## src/rtl/frds_pkg.sv

```systemverilog
// shared constants and codes of the fractional rate deadline scheduler
`timescale 1ns / 1ps
package frds_pkg;
   localparam int TIME_W   = 64;
   localparam int WORD_W   = 32;
   localparam int CMD_W    = 2;
   localparam int STATUS_W = 2;
   localparam int CSR_IDX_W = 1;

   localparam logic [CMD_W-1:0] CMD_QUERY   = 2'd0;
   localparam logic [CMD_W-1:0] CMD_ADVANCE = 2'd1;
   localparam logic [CMD_W-1:0] CMD_RESTART = 2'd2;

   localparam logic [STATUS_W-1:0] STATUS_OK    = 2'd0;
   localparam logic [STATUS_W-1:0] STATUS_RANGE = 2'd1;
   localparam logic [STATUS_W-1:0] STATUS_IDLE  = 2'd2;

   localparam logic [CSR_IDX_W-1:0] CSR_TICK_RATE = 1'd0;
   localparam logic [CSR_IDX_W-1:0] CSR_RATE_HZ   = 1'd1;

   localparam logic [WORD_W-1:0] TPS_RESET  = 32'd1000000;
   localparam logic [WORD_W-1:0] RATE_RESET = 32'd60;
   localparam logic [WORD_W-1:0] WORD_MAX   = 32'hFFFF_FFFF;
endpackage

```

## src/rtl/frds_if.sv

```systemverilog
// request and response channel interfaces
`timescale 1ns / 1ps
interface frds_req_if;
   logic                               valid;
   logic                               ready;
   logic [frds_pkg::CMD_W-1:0]         cmd;
   logic signed [frds_pkg::TIME_W-1:0] time_ticks;
   logic [frds_pkg::WORD_W-1:0]        steps;
   modport source (output valid, cmd, time_ticks, steps, input ready);
   modport sink (input valid, cmd, time_ticks, steps, output ready);
endinterface

interface frds_rsp_if;
   logic                               valid;
   logic                               ready;
   logic [frds_pkg::WORD_W-1:0]        due_count;
   logic [frds_pkg::STATUS_W-1:0]      status;
   logic signed [frds_pkg::TIME_W-1:0] deadline_ticks;
   modport source (output valid, due_count, status, deadline_ticks, input ready);
   modport sink (input valid, due_count, status, deadline_ticks, output ready);
endinterface

```

## src/rtl/frds_div.sv

```systemverilog
// shared radix-2 restoring divider, one quotient bit per cycle
`timescale 1ns / 1ps
module frds_div #(
   parameter int NUM_W = frds_pkg::TIME_W,
   parameter int DEN_W = frds_pkg::WORD_W
) (
   input  logic             clock,
   input  logic             reset,
   input  logic             start,
   input  logic [NUM_W-1:0] num,
   input  logic [DEN_W-1:0] den,
   output logic             busy,
   output logic             done,
   output logic [NUM_W-1:0] quo,
   output logic [DEN_W-1:0] rem
);
   localparam int CNT_W = $clog2(NUM_W);

   logic [NUM_W-1:0] quo_ff, quo_in;
   logic [DEN_W-1:0] rem_ff, rem_in;
   logic [DEN_W-1:0] den_ff;
   logic [CNT_W-1:0] cnt_ff;
   logic             busy_ff, done_ff;
   logic [DEN_W:0]   trial;
   logic             fits;

   always_comb begin
      trial  = {rem_ff, quo_ff[NUM_W-1]};
      fits   = trial >= {1'b0, den_ff};
      rem_in = fits ? DEN_W'(trial - {1'b0, den_ff}) : trial[DEN_W-1:0];
      quo_in = {quo_ff[NUM_W-2:0], fits};
   end

   always_ff @(posedge clock) begin
      if (reset) begin
         busy_ff <= 1'b0;
         done_ff <= 1'b0;
         cnt_ff  <= '0;
      end else begin
         done_ff <= 1'b0;
         if (start) begin
            busy_ff <= 1'b1;
            cnt_ff  <= '0;
         end else if (busy_ff) begin
            cnt_ff <= cnt_ff + 1'b1;
            if (cnt_ff == CNT_W'(NUM_W - 1)) begin
               busy_ff <= 1'b0;
               done_ff <= 1'b1;
            end
         end
      end
   end

   always_ff @(posedge clock) begin
      if (start) begin
         quo_ff <= num;
         rem_ff <= '0;
         den_ff <= den;
      end else if (busy_ff) begin
         quo_ff <= quo_in;
         rem_ff <= rem_in;
      end
   end

   assign busy = busy_ff;
   assign done = done_ff;
   assign quo  = quo_ff;
   assign rem  = rem_ff;

   a_no_restart: assert property (@(posedge clock) disable iff (reset)
      start |-> !busy_ff) else $error("divider started while busy");
   a_done_after_busy: assert property (@(posedge clock) disable iff (reset)
      done_ff |-> $past(busy_ff)) else $error("divider done without work");
   a_done_idle: assert property (@(posedge clock) disable iff (reset)
      done_ff |-> !busy_ff) else $error("divider busy at done");
endmodule

```

## src/rtl/fractional_rate_deadline_scheduler.sv

```systemverilog
// top level of the fractional rate deadline scheduler
`timescale 1ns / 1ps
// usage
//   requests arrive on req_chan (valid/ready); each carries cmd, time_ticks
//   and steps. one response per request leaves on rsp_chan, in order.
//   csr_wr_en/csr_index/csr_wdata write the tick rate (0) and rate_hz (1);
//   the values are latched into the schedule only by a good restart.
// work and throughput
//   one request at a time; ready is low while a request is in work.
//   multiplications and divisions run through one 64-by-32 divider and
//   a 32x32 multiplier with a registered product.
//   restart and advance: one division.
//   query: four divisions plus one per correction step, usually zero to
//   two steps; early queries need no division and saturated ones two.
//   not-started requests and unused codes need no arithmetic.
// reset
//   synchronous, active high; schedule cleared and not started, registers
//   return to 1000000 ticks per second and 60 per second.
// stall
//   the response sits in an output register until taken; a new request can
//   be accepted meanwhile, but its result waits for the register to free.
module fractional_rate_deadline_scheduler (
   input  logic                                clock,
   input  logic                                reset,
   frds_req_if.sink                            req_chan,
   frds_rsp_if.source                          rsp_chan,
   input  logic                                csr_wr_en,
   input  logic [frds_pkg::CSR_IDX_W-1:0]      csr_index,
   input  logic [frds_pkg::WORD_W-1:0]         csr_wdata
);
   localparam int TW = frds_pkg::TIME_W;
   localparam int WW = frds_pkg::WORD_W;

   typedef enum logic [4:0] {
      ST_IDLE, ST_STEP_MUL, ST_STEP_DIV, ST_STEP_WAIT,
      ST_Q_LIM_WAIT, ST_Q_SEC_WAIT, ST_Q_MUL1, ST_Q_MUL2, ST_Q_FRAC_MUL, ST_Q_FRAC_GO,
      ST_Q_FRAC_WAIT, ST_Q_MUL3, ST_Q_PRB_GO, ST_Q_PRB_WAIT, ST_Q_CHK, ST_Q_STEP_WAIT,
      ST_FIN
   } state_type;

   state_type state_ff;

   // configuration and latched schedule settings
   logic [WW-1:0] cfg_tps_ff, cfg_rate_ff, lat_tps_ff, lat_rate_ff;
   logic [TW-1:0] next_dl_ff;
   logic [WW-1:0] phase_ff;
   logic          started_ff;

   // work registers
   logic [TW-1:0] late_ff, delta_ff;
   logic [WW-1:0] limit_ff, partial_ff, acc_ff, est_ff, probe_ph_ff;
   logic [WW-1:0] due_ff;
   logic [frds_pkg::STATUS_W-1:0] status_ff;

   // shared multiplier
   logic [WW-1:0] mul_a_ff, mul_b_ff;
   logic [TW-1:0] mul_ff, mul_in;

   // shared divider
   logic          div_go_ff, div_busy, div_done;
   logic [TW-1:0] div_num_ff, div_quo;
   logic [WW-1:0] div_den_ff, div_rem;

   // output register
   logic          rsp_valid_ff;
   logic [WW-1:0] rsp_due_ff;
   logic [frds_pkg::STATUS_W-1:0] rsp_status_ff;
   logic [TW-1:0] rsp_dl_ff;

   logic          out_free;
   logic          accept;
   logic [TW:0]   delta_sum;
   logic          cfg_bad;

   assign mul_in    = TW'(mul_a_ff) * TW'(mul_b_ff);
   assign out_free  = !rsp_valid_ff || rsp_chan.ready;
   assign accept    = req_chan.valid && req_chan.ready;
   assign delta_sum = {1'b0, delta_ff} + {1'b0, div_quo};
   assign cfg_bad   = (cfg_tps_ff == '0) || (cfg_rate_ff == '0) || (cfg_rate_ff > cfg_tps_ff);

   assign req_chan.ready          = (state_ff == ST_IDLE);
   assign rsp_chan.valid          = rsp_valid_ff;
   assign rsp_chan.due_count      = rsp_due_ff;
   assign rsp_chan.status         = rsp_status_ff;
   assign rsp_chan.deadline_ticks = $signed(rsp_dl_ff);

   frds_div #(.NUM_W(TW), .DEN_W(WW)) u_div (
      .clock (clock),
      .reset (reset),
      .start (div_go_ff),
      .num   (div_num_ff),
      .den   (div_den_ff),
      .busy  (div_busy),
      .done  (div_done),
      .quo   (div_quo),
      .rem   (div_rem)
   );

   // configuration registers
   always_ff @(posedge clock) begin
      if (reset) begin
         cfg_tps_ff  <= frds_pkg::TPS_RESET;
         cfg_rate_ff <= frds_pkg::RATE_RESET;
      end else if (csr_wr_en) begin
         unique case (csr_index)
            frds_pkg::CSR_TICK_RATE: cfg_tps_ff  <= csr_wdata;
            frds_pkg::CSR_RATE_HZ:   cfg_rate_ff <= csr_wdata;
            default: ;
         endcase
      end
   end

   always_ff @(posedge clock) mul_ff <= mul_in;

   // sequencer
   always_ff @(posedge clock) begin
      if (reset) begin
         state_ff     <= ST_IDLE;
         started_ff   <= 1'b0;
         next_dl_ff   <= '0;
         phase_ff     <= '0;
         lat_tps_ff   <= '0;
         lat_rate_ff  <= '0;
         div_go_ff    <= 1'b0;
         rsp_valid_ff <= 1'b0;
      end else begin
         div_go_ff <= 1'b0;
         // the finishing state reloads the register itself
         if (rsp_valid_ff && rsp_chan.ready && state_ff != ST_FIN) rsp_valid_ff <= 1'b0;
         unique case (state_ff)
            ST_IDLE: begin
               if (accept) begin
                  due_ff    <= '0;
                  status_ff <= frds_pkg::STATUS_OK;
                  state_ff  <= ST_FIN;
                  unique case (req_chan.cmd)
                     frds_pkg::CMD_RESTART: begin
                        if (cfg_bad) begin
                           status_ff <= frds_pkg::STATUS_RANGE;
                        end else begin
                           lat_tps_ff  <= cfg_tps_ff;
                           lat_rate_ff <= cfg_rate_ff;
                           next_dl_ff  <= req_chan.time_ticks;
                           phase_ff    <= '0;
                           started_ff  <= 1'b1;
                           mul_a_ff    <= WW'(1);
                           mul_b_ff    <= cfg_tps_ff;
                           state_ff    <= ST_STEP_MUL;
                        end
                     end
                     frds_pkg::CMD_ADVANCE: begin
                        if (!started_ff) begin
                           status_ff <= frds_pkg::STATUS_IDLE;
                        end else begin
                           mul_a_ff <= req_chan.steps;
                           mul_b_ff <= lat_tps_ff;
                           state_ff <= ST_STEP_MUL;
                        end
                     end
                     frds_pkg::CMD_QUERY: begin
                        if (!started_ff) begin
                           status_ff <= frds_pkg::STATUS_IDLE;
                        end else if ($signed(req_chan.time_ticks) >= $signed(next_dl_ff)) begin
                           late_ff    <= req_chan.time_ticks - next_dl_ff;
                           div_num_ff <= TW'(frds_pkg::WORD_MAX);
                           div_den_ff <= lat_rate_ff;
                           div_go_ff  <= 1'b1;
                           state_ff   <= ST_Q_LIM_WAIT;
                        end
                     end
                     // unused code: answer ok, schedule unchanged
                     default: ;
                  endcase
               end
            end
            // period step on the live schedule: phase + n * tps over rate
            ST_STEP_MUL: state_ff <= ST_STEP_DIV;
            ST_STEP_DIV: begin
               div_num_ff <= mul_ff + TW'(phase_ff);
               div_den_ff <= lat_rate_ff;
               div_go_ff  <= 1'b1;
               state_ff   <= ST_STEP_WAIT;
            end
            ST_STEP_WAIT: begin
               if (div_done) begin
                  next_dl_ff <= next_dl_ff + div_quo;
                  phase_ff   <= div_rem;
                  state_ff   <= ST_FIN;
               end
            end
            // saturation limit: max count over rate
            ST_Q_LIM_WAIT: begin
               if (div_done) begin
                  limit_ff   <= div_quo[WW-1:0];
                  div_num_ff <= late_ff;
                  div_den_ff <= lat_tps_ff;
                  div_go_ff  <= 1'b1;
                  state_ff   <= ST_Q_SEC_WAIT;
               end
            end
            // whole seconds and partial ticks of the late time
            ST_Q_SEC_WAIT: begin
               if (div_done) begin
                  if (div_quo >= TW'(limit_ff)) begin
                     due_ff   <= frds_pkg::WORD_MAX;
                     state_ff <= ST_FIN;
                  end else begin
                     partial_ff <= div_rem;
                     mul_a_ff   <= div_quo[WW-1:0];
                     mul_b_ff   <= lat_rate_ff;
                     state_ff   <= ST_Q_MUL1;
                  end
               end
            end
            ST_Q_MUL1: state_ff <= ST_Q_MUL2;
            ST_Q_MUL2: begin
               acc_ff   <= mul_ff[WW-1:0];
               mul_a_ff <= partial_ff;
               state_ff <= ST_Q_FRAC_MUL;
            end
            // wait for partial ticks times rate
            ST_Q_FRAC_MUL: state_ff <= ST_Q_FRAC_GO;
            ST_Q_FRAC_GO: begin
               div_num_ff <= mul_ff;
               div_den_ff <= lat_tps_ff;
               div_go_ff  <= 1'b1;
               state_ff   <= ST_Q_FRAC_WAIT;
            end
            // first estimate, then probe that many periods ahead
            ST_Q_FRAC_WAIT: begin
               if (div_done) begin
                  est_ff   <= acc_ff + div_quo[WW-1:0] + WW'(1);
                  mul_a_ff <= acc_ff + div_quo[WW-1:0] + WW'(1);
                  mul_b_ff <= lat_tps_ff;
                  state_ff <= ST_Q_MUL3;
               end
            end
            ST_Q_MUL3: state_ff <= ST_Q_PRB_GO;
            ST_Q_PRB_GO: begin
               div_num_ff <= mul_ff + TW'(phase_ff);
               div_den_ff <= lat_rate_ff;
               div_go_ff  <= 1'b1;
               state_ff   <= ST_Q_PRB_WAIT;
            end
            ST_Q_PRB_WAIT: begin
               if (div_done) begin
                  delta_ff    <= div_quo;
                  probe_ph_ff <= div_rem;
                  state_ff    <= ST_Q_CHK;
               end
            end
            // correct upward while one more deadline is already due
            ST_Q_CHK: begin
               if (est_ff != frds_pkg::WORD_MAX && delta_ff <= late_ff) begin
                  est_ff     <= est_ff + WW'(1);
                  div_num_ff <= TW'(probe_ph_ff) + TW'(lat_tps_ff);
                  div_den_ff <= lat_rate_ff;
                  div_go_ff  <= 1'b1;
                  state_ff   <= ST_Q_STEP_WAIT;
               end else begin
                  due_ff   <= est_ff;
                  state_ff <= ST_FIN;
               end
            end
            ST_Q_STEP_WAIT: begin
               if (div_done) begin
                  delta_ff    <= delta_sum[TW] ? {TW{1'b1}} : delta_sum[TW-1:0];
                  probe_ph_ff <= div_rem;
                  state_ff    <= ST_Q_CHK;
               end
            end
            ST_FIN: begin
               if (out_free) begin
                  rsp_valid_ff  <= 1'b1;
                  rsp_due_ff    <= due_ff;
                  rsp_status_ff <= status_ff;
                  rsp_dl_ff     <= next_dl_ff;
                  state_ff      <= ST_IDLE;
               end
            end
            default: state_ff <= ST_IDLE;
         endcase
      end
   end

   a_started_sticks: assert property (@(posedge clock) disable iff (reset)
      started_ff |=> started_ff) else $error("schedule lost its started flag");
   a_div_free_at_go: assert property (@(posedge clock) disable iff (reset)
      div_go_ff |-> !div_busy) else $error("divider issued while busy");
   a_rsp_held: assert property (@(posedge clock) disable iff (reset)
      rsp_valid_ff && !rsp_chan.ready |=> rsp_valid_ff && $stable(rsp_dl_ff))
      else $error("response dropped under stall");
   a_range_only_restart: assert property (@(posedge clock) disable iff (reset)
      state_ff == ST_FIN && status_ff == frds_pkg::STATUS_RANGE |-> due_ff == '0)
      else $error("range error carries a count");
endmodule

```

## src/flat_wrapper.sv

```systemverilog
// flat-port wrapper written by rule: the top's interface ports become plain ports
module fractional_rate_deadline_scheduler_flat 
  (clock, reset, csr_wr_en, csr_index, csr_wdata, req_chan_valid, req_chan_cmd, req_chan_time_ticks, req_chan_steps, req_chan_ready, rsp_chan_valid, rsp_chan_due_count, rsp_chan_status, rsp_chan_deadline_ticks, rsp_chan_ready);
  frds_req_if req_chan_i ();
  frds_rsp_if rsp_chan_i ();
  input  logic clock;
  input  logic reset;
  input  logic csr_wr_en;
  input  logic [frds_pkg::CSR_IDX_W-1:0] csr_index;
  input  logic [frds_pkg::WORD_W-1:0] csr_wdata;
  input wire logic [$bits(req_chan_i.valid)-1:0] req_chan_valid;
  input wire logic [$bits(req_chan_i.cmd)-1:0] req_chan_cmd;
  input wire logic [$bits(req_chan_i.time_ticks)-1:0] req_chan_time_ticks;
  input wire logic [$bits(req_chan_i.steps)-1:0] req_chan_steps;
  output wire logic [$bits(req_chan_i.ready)-1:0] req_chan_ready;
  output wire logic [$bits(rsp_chan_i.valid)-1:0] rsp_chan_valid;
  output wire logic [$bits(rsp_chan_i.due_count)-1:0] rsp_chan_due_count;
  output wire logic [$bits(rsp_chan_i.status)-1:0] rsp_chan_status;
  output wire logic [$bits(rsp_chan_i.deadline_ticks)-1:0] rsp_chan_deadline_ticks;
  input wire logic [$bits(rsp_chan_i.ready)-1:0] rsp_chan_ready;
  assign req_chan_i.valid = req_chan_valid;
  assign req_chan_i.cmd = req_chan_cmd;
  assign req_chan_i.time_ticks = req_chan_time_ticks;
  assign req_chan_i.steps = req_chan_steps;
  assign req_chan_ready = req_chan_i.ready;
  assign rsp_chan_valid = rsp_chan_i.valid;
  assign rsp_chan_due_count = rsp_chan_i.due_count;
  assign rsp_chan_status = rsp_chan_i.status;
  assign rsp_chan_deadline_ticks = rsp_chan_i.deadline_ticks;
  assign rsp_chan_i.ready = rsp_chan_ready;
  fractional_rate_deadline_scheduler u_core (.clock(clock), .reset(reset), .req_chan(req_chan_i), .rsp_chan(rsp_chan_i), .csr_wr_en(csr_wr_en), .csr_index(csr_index), .csr_wdata(csr_wdata));
endmodule
```

## config.mk

```make
export PLATFORM = sky130hd
export DESIGN_NAME = fractional_rate_deadline_scheduler_flat
export DESIGN_NICKNAME = d
export VERILOG_FILES = /design/src/rtl/frds_pkg.sv /design/src/rtl/frds_if.sv /design/src/rtl/frds_div.sv /design/src/rtl/fractional_rate_deadline_scheduler.sv /design/src/flat_wrapper.sv
export SDC_FILE = /design/constraint.sdc
export NUM_CORES = 2
export LEC_CHECK = 0
export ABC_AREA = 1
export ABC_CLOCK_PERIOD_IN_PS = 23800
export BUFFER_PORTS_ARGS = -buffer_cell sky130_fd_sc_hd__buf_2
export CAP_MARGIN = 30
export CORE_ASPECT_RATIO = 1.4
export CORE_MARGIN = 2
export CORE_UTILIZATION = 42
export DETAILED_ROUTE_END_ITERATION = 12
export PLACE_DENSITY = 0.62
export SLEW_MARGIN = 20
export SYNTH_ARGS = -nofsm -noshare
export SYNTH_HDL_FRONTEND = slang
export SYNTH_SLANG_ARGS = --single-unit
```

## constraint.sdc

```tcl
create_clock -name clock -period 23.8 [get_ports clock]
set_clock_uncertainty 0.1 [all_clocks]
set_input_delay 1.19 -clock clock [delete_from_list [all_inputs] [get_ports clock]]
set_output_delay 1.19 -clock clock [all_outputs]
set_load 0.005 [all_outputs]
```

==> tab_implementation.tex <==
\begin{tabular}{lr}
\hline
Metric & Value \\
\hline
\multicolumn{2}{l}{\textbf{Setup path}} \\
\quad Origin of the critical flop-to-flop path & u\_core.mul\_a\_ff[15] \\
\quad Kind of critical path & reg2reg \\
\quad Critical path buffer and inverter count & 5 \\
\quad Data required time of the worst path & 24,400 ps \\
\quad Maximum fanout along the worst path & 32 \\
\quad Delay of the slowest critical-path stage & 620 ps \\
\quad Worst setup path startpoint & u\_core.mul\_a\_ff[15] \\
\quad Cell chain of the critical path & buf\_4 > nand2\_1 > inv\_1 > fa\_1 > fa\_1 > inv\_1 > fa\_1 > fa\_1 > fa\_1 > inv\_1 > fa\_1 > fa\_1 > fa\_1 > ha\_1 > nand2\_1 > nor2\_1 > inv\_1 > nor2\_1 > nand3\_1 > o21ai\_0 > a21boi\_0 > o21ai\_0 > xor2\_1 \\
\quad Critical-path cell with the highest stage delay & sky130\_fd\_sc\_hd\_\_o21ai\_0 \\
\quad Cell type with the highest occurrence count on the critical path & sky130\_fd\_sc\_hd\_\_fa\_1 \\
\quad Endpoint type of the worst setup path & register \\
\quad Data arrival at the endpoint of the critical path & 8540 ps \\
\quad Worst path top cell family by delay & adder cells \\
\quad Critical Path Source Type & register \\
\multicolumn{2}{l}{\textbf{STA}} \\
\quad Summed negative setup slack over all endpoints & 0 ps \\
\quad Count of final setup violators & 0 \\
\quad Worst slew pin tran & 1310 ps \\
\quad Unrepaired setup endpoints after global routing & false \\
\quad Final-report max-slew violation count & 0 \\
\quad Hold violation count in the final report & 0 \\
\quad Fmax & 126 MHz \\
\quad Ratio of final minimum period to clock period & 0.334 \\
\quad Minimum clock period & 7940 ps \\
\quad Worst slew slack as a fraction of its limit & 0.121 \\
\multicolumn{2}{l}{\textbf{CTS}} \\
\quad Root buffer selected by CTS & sky130\_fd\_sc\_hd\_\_clkbuf\_16 \\
\quad Longest Clk Path Bufs & 3 \\
\quad Setup Fix Bufs, Post-CTS & 0 \\
\quad Clock slew at reported path FFs & 90 ps \\
\quad Clock insertion delay at the later pin of the skew report & 800 ps \\
\quad CTS Buf Count & 106 \\
\quad Clock net sink count & 1,012 \\
\quad Count of hold buffers inserted by post-cts repair & 0 \\
\quad CTS tree & built \\
\quad Gates resized, CTS repair & 0 \\
\quad CTS H-Tree Depth & 3 \\
\multicolumn{2}{l}{\textbf{Worst hold path}} \\
\quad Class of the tightest hold or removal check & reg2reg \\
\quad Critical hold path startpoint & u\_core.div\_den\_ff[26] \\
\multicolumn{2}{l}{\textbf{Drt}} \\
\quad Detailed Routing Iterations Pass 1 & 6 \\
\quad Number of violations reported at the end of detailed-routing iteration 0 & 6,286 \\
\quad Detail-routed net length per standard cell & 24.4 µm \\
\quad DRC viols & 0 \\
\quad Number of vias per cell & 5.40 \\
\quad Total number of vias & 83.3k \\
\quad Number of nets still failing antenna checks after routing & 0 \\
\quad Total wire length & 377 mm \\
\multicolumn{2}{l}{\textbf{Die}} \\
\quad Initial standard-cell utilization of the core & 0.423 \\
\quad Standard cell core area & 229,000 µm² \\
\quad Die area & 235,000 µm² \\
\quad Die width & 410 µm \\
\quad Site row count & 208 \\
\quad Ports & 236 \\
\quad Die height & 572 µm \\
\multicolumn{2}{l}{\textbf{Synth}} \\
\quad Mapped Nets & 13.9k \\
\quad Synthesis Warnings & 0 \\
\quad \#FFs+latches synth & 1,012 \\
\quad Share of flip-flops with an asynchronous set or reset & 0 \\
\quad Distinct cell type count after synthesis & 70 \\
\quad Mean cell area of the mapped netlist & 7.95 µm² \\
\quad Synth Instances & 12.2k \\
\quad Dominant register cell in the synthesized netlist & sky130\_fd\_sc\_hd\_\_edfxtp\_1 \\
\quad Number of enable flip-flop cells after synthesis & 676 \\
\quad Share of the yosys chip area belonging to registers & 0.279 \\
\quad Synthesized cell area & 96,900 µm² \\
\multicolumn{2}{l}{\textbf{Layout}} \\
\quad Fill cells & 23.2k \\
\quad Signed area change from the synthesized netlist to the final layout & 8.85\% \\
\quad Layout cell share with drive strength beyond 1 & 0.0568 \\
\quad Combined area of the multi-input logic cells & 58,800 µm² \\
\quad Most frequent cells in the layout & 2,766 x sky130\_fd\_sc\_hd\_\_nand2\_1, 2,561 x sky130\_fd\_sc\_hd\_\_inv\_1, 903 x sky130\_fd\_sc\_hd\_\_fa\_1 \\
\quad \# nets final & 14.0k \\
\quad Most common cell after layout, fill and taps aside & sky130\_fd\_sc\_hd\_\_nand2\_1 \\
\quad Share of the core filled with cells & 0.460 \\
\quad Storage element area & 27,000 µm² \\
\multicolumn{2}{l}{\textbf{Global route}} \\
\quad First-pass GRT wire length & 552 mm \\
\quad Number of global-route vias before repair & 86.0k \\
\quad Largest net degree at the start of global routing & 130 \\
\quad Number of antenna violations at the first check in global routing & 18 \\
\quad Final global-route overflow total & 0 \\
\quad Tot GR Track Use & 0.320 \\
\multicolumn{2}{l}{\textbf{Status}} \\
\quad Status & finished clean \\
\multicolumn{2}{l}{\textbf{Placement}} \\
\quad Routability cong. & 1.03 \\
\quad Sum of net half-perimeters after detailed placement & 313 mm \\
\quad Port Buffers & 235 \\
\multicolumn{2}{l}{\textbf{Run}} \\
\quad Number of max-capacitance violations reported & 0 \\
\hline
\end{tabular}
-- cell type report --
cell class | instances | share of cell area
well taps | 3045 | 0.0361
clock inverters | 74 | 0.00866
diodes | 11 | 0.000261
clock buffers | 125 | 0.0260
flip-flops and latches | 1012 | 0.256
multi-input cells | 8209 | 0.558
inverters | 2578 | 0.0918
repair buffers | 386 | 0.0230
-- cells in the mapped netlist (99+ instances only) --
master                     count  area share
sky130_fd_sc_hd__fa_1        903        0.19
sky130_fd_sc_hd__a21oi_1     812       0.042
sky130_fd_sc_hd__dfxtp_1     336       0.069
sky130_fd_sc_hd__edfxtp_1    676        0.21
sky130_fd_sc_hd__nand3_1     341       0.018
sky130_fd_sc_hd__nor2_1      751       0.029
sky130_fd_sc_hd__nand2_1    2767        0.11
sky130_fd_sc_hd__clkbuf_1    346       0.013
sky130_fd_sc_hd__inv_1      2564       0.099
sky130_fd_sc_hd__xor2_1      162       0.015
sky130_fd_sc_hd__a31oi_1     102      0.0066
sky130_fd_sc_hd__o21ai_0     701       0.036
sky130_fd_sc_hd__xnor2_1     122       0.011
sky130_fd_sc_hd__ha_1        715       0.092
sky130_fd_sc_hd__nor3_1       99      0.0051
-- worst paths after layout --
kind | endpoint | slack, ps | cells after the start
worst max-delay path | u_core.mul_ff[45] | 15860 | 23
worst max register to register | u_core.mul_ff[45] | 15860 | 23
worst min register to register | u_core.u_div.den_ff[26] | 300 | 0
worst min-delay path | u_core.u_div.den_ff[26] | 300 | 0
-- stage by stage --
stage / worst slack [ps] / cells / instance area, µm² / hold slack, ps
6_report: 15860 / 15440 / 105000 / 296
5_1_grt: 15530 / 15432 / 105000 / 306
4_1_cts: 15910 / 15423 / 105000 / 301
3_5_place_dp: 15930 / 15224 / 102000 / 305
3_3_place_gp: 15920 / 15213 / 102000 / 303
2_1_floorplan: 14760 / 12189 / 96900 / 300
-- sequential cells by signal, summed over array words and instances, names as in the netlist, 64 cells and up --
signal,cells
u_core.rsp_chan.deadline_ticks,64
u_core.u_div.quo,64
u_core.late_ff,64
u_core.mul_ff,64
u_core.delta_ff,64
u_core.next_dl_ff,64
u_core.div_num_ff,64
-- routing by layer --
metal  GRT usage  vias to the layer above  part of all wire
li1            -                    38979                 -
met1       0.340                    40755              0.35
met3      0.0317                      970             0.047
met5           0                        -          0.000034
met2       0.578                     2635              0.51
met4       0.253                        2             0.096
-- cells by family after synthesis --
| kind of cell | count (synthesis) | share of synthesized area |
|---|---|---|
| and+or+nand+nor | 4193 | 0.176 |
| buffers and inverters | 2968 | 0.116 |
| AOI/OAI and AO/OA | 2114 | 0.125 |
| adders and majority gates | 1618 | 0.279 |
| DFF | 1012 | 0.279 |
| xor gates and xnor gates | 284 | 0.0257 |
Power is not shown: default switching activity piles up to over one toggle a cycle in this logic, so the estimate is an artifact.
